--- src/hw/rtl/qlsf_pkg.sv ---
// Package for the quadratic least-squares fit block: payload structs,
// status codes and shared widths. No dependencies.
package qlsf_pkg;

	localparam int SUM_W          = 64;
	localparam int WIDE_W         = 256;
	localparam int COEFF_W        = 48;
	localparam int MAX_POINTS_DEF = 4096;
	localparam int FRAC_BITS_DEF  = 24;

	typedef enum logic [1:0] {
		STAT_OK       = 2'd0,
		STAT_SINGULAR = 2'd1,
		STAT_SAT      = 2'd2,
		STAT_OVERFLOW = 2'd3
	} status_t;

	typedef struct packed {
		logic signed [11:0] sample_x;
		logic signed [15:0] sample_y;
		logic               last_point;
	} point_t;

	typedef struct packed {
		logic signed [COEFF_W-1:0] coeff_a;
		logic signed [COEFF_W-1:0] coeff_b;
		logic signed [COEFF_W-1:0] coeff_c;
		logic [1:0]                fit_status;
	} fit_t;

endpackage

--- src/hw/rtl/qlsf_div.sv ---
// Restoring unsigned divider, one quotient bit per cycle over the wide word.
// Depends on qlsf_pkg for the word width.
module qlsf_div (
	input  logic                         clk,
	input  logic                         arst_n,
	input  logic                         go,
	input  logic [qlsf_pkg::WIDE_W-1:0]  dividend,
	input  logic [qlsf_pkg::WIDE_W-1:0]  divisor,
	output logic                         done,
	output logic [qlsf_pkg::WIDE_W-1:0]  quot
);

	localparam int W  = qlsf_pkg::WIDE_W;
	localparam int CW = $clog2(W);

	logic [W:0]    rem_q;
	logic [W-1:0]  dvd_q;
	logic [W-1:0]  dsr_q;
	logic [W-1:0]  quot_q;
	logic [CW-1:0] cnt_q;
	logic          run_q;
	logic          done_q;

	logic [W:0] trial;
	logic       qbit;
	logic [W:0] rem_next;

	always_comb begin
		trial    = {rem_q[W-1:0], dvd_q[W-1]};
		qbit     = (trial >= {1'b0, dsr_q});
		rem_next = qbit ? (trial - {1'b0, dsr_q}) : trial;
	end

	always_ff @(posedge clk or negedge arst_n) begin
		if (!arst_n) begin
			run_q  <= 1'b0;
			done_q <= 1'b0;
			cnt_q  <= '0;
		end else begin
			done_q <= 1'b0;
			if (go) begin
				rem_q  <= '0;
				dvd_q  <= dividend;
				dsr_q  <= divisor;
				quot_q <= '0;
				cnt_q  <= CW'(W - 1);
				run_q  <= 1'b1;
			end else if (run_q) begin
				rem_q  <= rem_next;
				dvd_q  <= {dvd_q[W-2:0], 1'b0};
				quot_q <= {quot_q[W-2:0], qbit};
				if (cnt_q == '0) begin
					run_q  <= 1'b0;
					done_q <= 1'b1;
				end else begin
					cnt_q <= cnt_q - 1'b1;
				end
			end
		end
	end

	assign done = done_q;
	assign quot = quot_q;

endmodule

--- config.mk ---
export PLATFORM = sky130hd
export DESIGN_NAME = qlsf_div
export DESIGN_NICKNAME = d
export VERILOG_FILES = /design/src/hw/rtl/qlsf_pkg.sv /design/src/hw/rtl/qlsf_div.sv
export SDC_FILE = /design/constraint.sdc
export NUM_CORES = 2
export LEC_CHECK = 0
export BUFFER_PORTS_ARGS = -buffer_cell sky130_fd_sc_hd__buf_4
export CORE_ASPECT_RATIO = 2
export CORE_MARGIN = 2
export CORE_UTILIZATION = 64
export CTS_CLUSTER_DIAMETER = 30
export DETAILED_ROUTE_END_ITERATION = 8
export GPL_TIMING_DRIVEN = 0
export PLACE_DENSITY = 0.87
export SLEW_MARGIN = 20
export SYNTH_ARGS = -nofsm -noshare
export SYNTH_HDL_FRONTEND = slang
export SYNTH_SLANG_ARGS = --single-unit
--- constraint.sdc ---
create_clock -name clk -period 37.2 [get_ports clk]
set_input_delay 1.86 -clock clk [delete_from_list [all_inputs] [get_ports clk]]
set_output_delay 1.86 -clock clk [all_outputs]
set_load 0.02 [all_outputs]
==> flow_metrics.py, run 1 <==
metrics = {
    "synth": {
        "yosys.cell_count.top_type": "edfxtp_1",
        "synth_flop_cell": "edfxtp_1",
        "synth_cell_types": 103,
        "synthTopCellsByArea": "edfxtp_1, nor2_1, a21oi_1",
        "async_flop_share_pct": 0.967,
        "synth-edff-count": 1024,
        "yosys_warnings": 0,
        "muxShareOfSynthArea_pct": 9.12,
        "syn-instance-count": 6493,
        "syn-cell-area_um2": 64500,
        "ys_seq_elements": 1034,
        "synthSimpleGateAreaFrac_pct": 12.9,
        "synth_compound_area_share_pct": 17.2,
        "postSynthAreaPerCell_um2": 9.93,
        "synth_top_family_by_area": "compound AO/OA/AOI/OAI gates",
        "syn_nets": 7266,
        "yosys.area_share.adder_pct": 5.02,
        "synth_common_cells": "edfxtp_1, nor2_1, a21oi_1",
        "synth_top_area_share_pct": 47.7,
        "synth_seq_area_share_pct": 48.1,
        "yosysTopAreaCell": "edfxtp_1",
        "synth_xor_area_share_pct": 3.18,
    },
    "floorplan": {
        "row_count": 164,
        "die_w_um": 228,
        "ioPinCount": 772,
        "start_util_pct": 64.5,
        "die_y_um": 453,
    },
    "cts": {
        "cts_setup_buffers": 0,
        "cts-buffers-inserted": 118,
        "post_cts_resized": 0,
        "htree_num_levels": 3,
        "cts-root-buf": "clkbuf_16",
        "cts.sinks": 1034,
        "hold_buffers": 0,
        "max-clock-path-buffers": 3,
    },
    "global_routing": {
        "overflow": 4,
        "grtUsageTotal_pct": 59.6,
        "grt_max_degree": 103,
    },
    "status": {
        "stop_stage": "5_1_grt",
        "outcome": "stopped before the end",
        "tool.error": "[ERROR GRT-0232] Routing congestion too high. Check the congestion heatmap in the GUI.",
    },
    "placement": {
        "place.port_buffers": 770,
        "gp_congestion": 1.12,
        "hpwlAfterDp_mm": 213,
    },
}
## per-layer routing
layer	track usage [%]	GRT overflow
met4	71.2	2
met5	6.67	0
met1	53.0	0
met2	89.8	2
met3	29.7	0
## stage by stage
step	utilization, %	cell area, um2	std cells	hold slack [ns]	worst slack, ns
after CTS	76.8	76700	8834	0.528	30.56
after detailed placement	72.5	72500	8610	0.494	30.75
after global placement	72.0	71900	8591	0.480	15.16
after floorplan	-	64500	6493	0.462	22.69
## cells by family after synthesis
| family | count (synthesis) |
|---|---|
| AO/OA/AOI/OAI | 1780 |
| XOR/XNOR | 234 |
| adder cells (fa/ha/maj) | 258 |
| buffers and inverters | 760 |
| flip-flops | 1034 |
| multiplexers | 554 |
| AND/OR/NAND/NOR | 1873 |
==> run 2: changes to the inputs <==
Settings changed: CORE_ASPECT_RATIO 2 to default, CORE_UTILIZATION 64 to 40, CTS_CLUSTER_DIAMETER 30 to default, PLACE_DENSITY 0.87 to default, PLACE_DENSITY_LB_ADDON from default to 0.15.
==> run 2 against run 1 <==
Net effect:
- the run now ends clean
- synthesized cell count is the same
- synthesized area is the same
==> flow_metrics.py, run 2 <==
metrics = {
    "floorplan": {
        "die_area_um2": 164000,
        "start_util_pct": 40.2,
        "core_um2": 160000,
        "row_count": 147,
        "die_y_um": 405,
        "die_w_um": 405,
        "ioPinCount": 772,
    },
    "placement": {
        "placed_area_um2": 73600,
        "gp_congestion": 1.00,
        "hpwlAfterDp_mm": 193,
        "place.port_buffers": 770,
    },
    "route": {
        "first_iter_violations": 5622,
        "wl_met1_mm": 103,
        "top_layer_used": "met5",
        "route.detailed.drc": 0,
        "ant_nets": 0,
        "vias": 55212,
        "first_pass_iters": 9,
        "post_drt_via_cell_ratio": 5.70,
        "route.final.wire_length_mm": 245,
        "met3_wirelength_mm": 19.1,
        "routedWlPerCell_um": 25.3,
        "route.met2.wl_mm": 114,
    },
    "synth": {
        "ys_seq_elements": 1034,
        "syn_nets": 7266,
        "synth_top_family_by_area": "compound AO/OA/AOI/OAI gates",
        "muxShareOfSynthArea_pct": 9.12,
        "synthTopCellsByArea": "edfxtp_1, nor2_1, a21oi_1",
        "yosys.cell_count.top_type": "edfxtp_1",
        "synth_top_area_share_pct": 47.7,
        "synth_seq_area_share_pct": 48.1,
        "synth-edff-count": 1024,
        "synth_xor_area_share_pct": 3.18,
        "synth_common_cells": "edfxtp_1, nor2_1, a21oi_1",
        "syn-instance-count": 6493,
        "synth_flop_cell": "edfxtp_1",
        "async_flop_share_pct": 0.967,
        "yosys.area_share.adder_pct": 5.02,
        "syn-cell-area_um2": 64500,
        "yosys_warnings": 0,
        "yosysTopAreaCell": "edfxtp_1",
        "synth_compound_area_share_pct": 17.2,
        "postSynthAreaPerCell_um2": 9.93,
        "synth_cell_types": 103,
        "synthSimpleGateAreaFrac_pct": 12.9,
    },
    "worst_setup_path": {
        "rr_startpoint": "dsr_q[2]",
        "cp-end-kind": "flip-flop",
        "arrival_ns": 7.50,
        "path_class": "flip-flop to flip-flop",
        "path_max_fanout": 10,
        "cp.required_ns": 37.75,
        "cp-start-kind": "flip-flop",
        "cp-startpoint": "dsr_q[2]",
    },
    "pwr": {
        "p_leak_nw": 31.7,
        "p_seq_share_pct": 37.2,
        "intPower_mw": 2.57,
        "combPwrFrac_pct": 33.1,
        "peakVddDrop_mv": 0.0485,
        "sw_frac_of_total_pct": 36.1,
        "power_frac_clock_pct": 29.7,
        "switchingPower_mw": 1.46,
        "power.density_nw_per_um2": 51.9,
    },
    "layout": {
        "nets": 8179,
        "multi_input_area_um2": 30600,
        "layout.area.seq_um2": 31000,
        "most-common-layout-cells": "edfxtp_1, nor2_1, buf_4",
        "final_common_cell": "edfxtp_1",
        "fill_cells": 15470,
        "synthToLayoutAreaGrowth_pct": 20.3,
        "design_area_um2": 77500,
        "drive_above_1_share_pct": 18.6,
    },
    "sta": {
        "max_freq_ghz": 0.144,
        "fin_setup_tns_ns": 0,
        "rsz0062_at_grt": "false",
        "skew_ns": 0.0391,
        "tightest_slew_ns": 1.29,
        "fin_crit_sh_pct": 18.7,
        "finalMaxSlewViolations": 0,
        "setup_violations": 0,
        "timing.final.crit_period_ns": 6.96,
        "hold_viol_final": 0,
        "relSlewSlack_pct": 13.5,
    },
    "global_routing": {
        "grt_max_degree": 94,
        "grt_pass1_vias": 53900,
        "antenna_found_initial": 21,
        "grt_pass1_wl_mm": 354,
        "grtUsageTotal_pct": 28.8,
        "overflow": 0,
    },
    "run": {
        "cap_violations": 0,
    },
    "cts": {
        "clkTransAtPathRegs_ns": 0.06,
        "cts_setup_buffers": 0,
        "cts-buffers-inserted": 118,
        "cts.sinks": 1034,
        "clock_latency_ns": 0.77,
        "post_cts_resized": 0,
        "cts-root-buf": "clkbuf_16",
        "cts_tree": "done",
        "htree_num_levels": 3,
        "hold_buffers": 0,
        "max-clock-path-buffers": 3,
    },
    "status": {
        "outcome": "finished, final reports clean",
    },
    "worst_hold_path": {
        "hold_class": "flip-flop to flip-flop",
        "worstHoldStart": "cnt_q[0]",
    },
}
run 2: cell counts after synthesis:
Identical to the previous run, type by type.
run 2: worst paths after layout:
path                       slack, ns          to  depth (start not counted)
setup / recovery               30.24  rem_q[198]                         18
hold / removal                  0.50    cnt_q[0]                          1
setup reg to reg               30.24  rem_q[198]                         18
hold reg to reg                 0.50    cnt_q[0]                          1
max in group asynchronous      35.20    cnt_q[6]                          2
min in group asynchronous       1.63    cnt_q[5]                          2
run 2: worst max-delay path, stage by stage, from the launching register on:
cell and delay [ns]:
edfxtp_1 0.44, inv_1 0.07, ha_1 0.35, and3b_1 0.22, or2_1 0.27, a21o_1 0.20
and4_1 0.21, o31ai_1 1.05, a21oi_1 0.15, nor2b_1 0.60, o211ai_2 0.40, nand4b_1 0.23
nand2_1 0.20, a41oi_1 0.30, buf_2 0.38, buf_2 0.61, buf_2 0.57, nand2_1 0.12
a311oi_1 0.33
run 2: through the flow:
stage | instances | total power [mW] | setup WS (ns) | util, % | hold slack, ns
CTS | 9667 | 4.03 | 30.50 | 48.3 | 0.512
global placement | 9423 | 2.83 | 13.49 | 45.5 | 0.478
global route | 9677 | 4.21 | 30.20 | 48.3 | 0.544
floorplan | 6493 | 2.35 | 22.69 | - | 0.462
detailed placement | 9446 | 2.82 | 30.53 | 45.9 | 0.503
finish | 9682 | 4.03 | 30.24 | 48.4 | 0.505
run 2: cell type report:
| class | count | share of cell area (%) |
|---|---|---|
| clock buffers | 136 | 3.92 |
| repair buffers | 793 | 8.21 |
| flip-flops and latches | 1034 | 40.0 |
| plain buffers | 403 | 2.11 |
| well taps | 2160 | 3.48 |
| inverters | 357 | 1.73 |
| multi-input cells | 4699 | 39.4 |
| diodes | 15 | 0.0484 |
| clock inverters | 85 | 1.12 |
run 2: cells by family after synthesis:
kind of cell	count (synthesis)
mux	554
compound gates	1780
flops	1034
buf+inv	760
fa+ha+maj	258
xor+xnor	234
simple gates	1873
run 2: routing by layer:
metal | GRT usage (%) | up-vias
li1 | - | 25762
met4 | 9.52 | 14
met5 | 0 | -
met1 | 37.7 | 26973
met3 | 6.51 | 384
met2 | 46.9 | 2079
run 2: power groups by stage:
stage                     logic (mW)  clock network (mW)  registers [mW]
after floorplan                0.828                   0            1.52
after global placement          1.29                   0            1.53
after detailed placement        1.30                   0            1.52
after CTS                       1.31                1.22            1.50
after global routing            1.44                1.27            1.51
final                           1.33                1.20            1.50
Power figures use the tool's default switching activity.
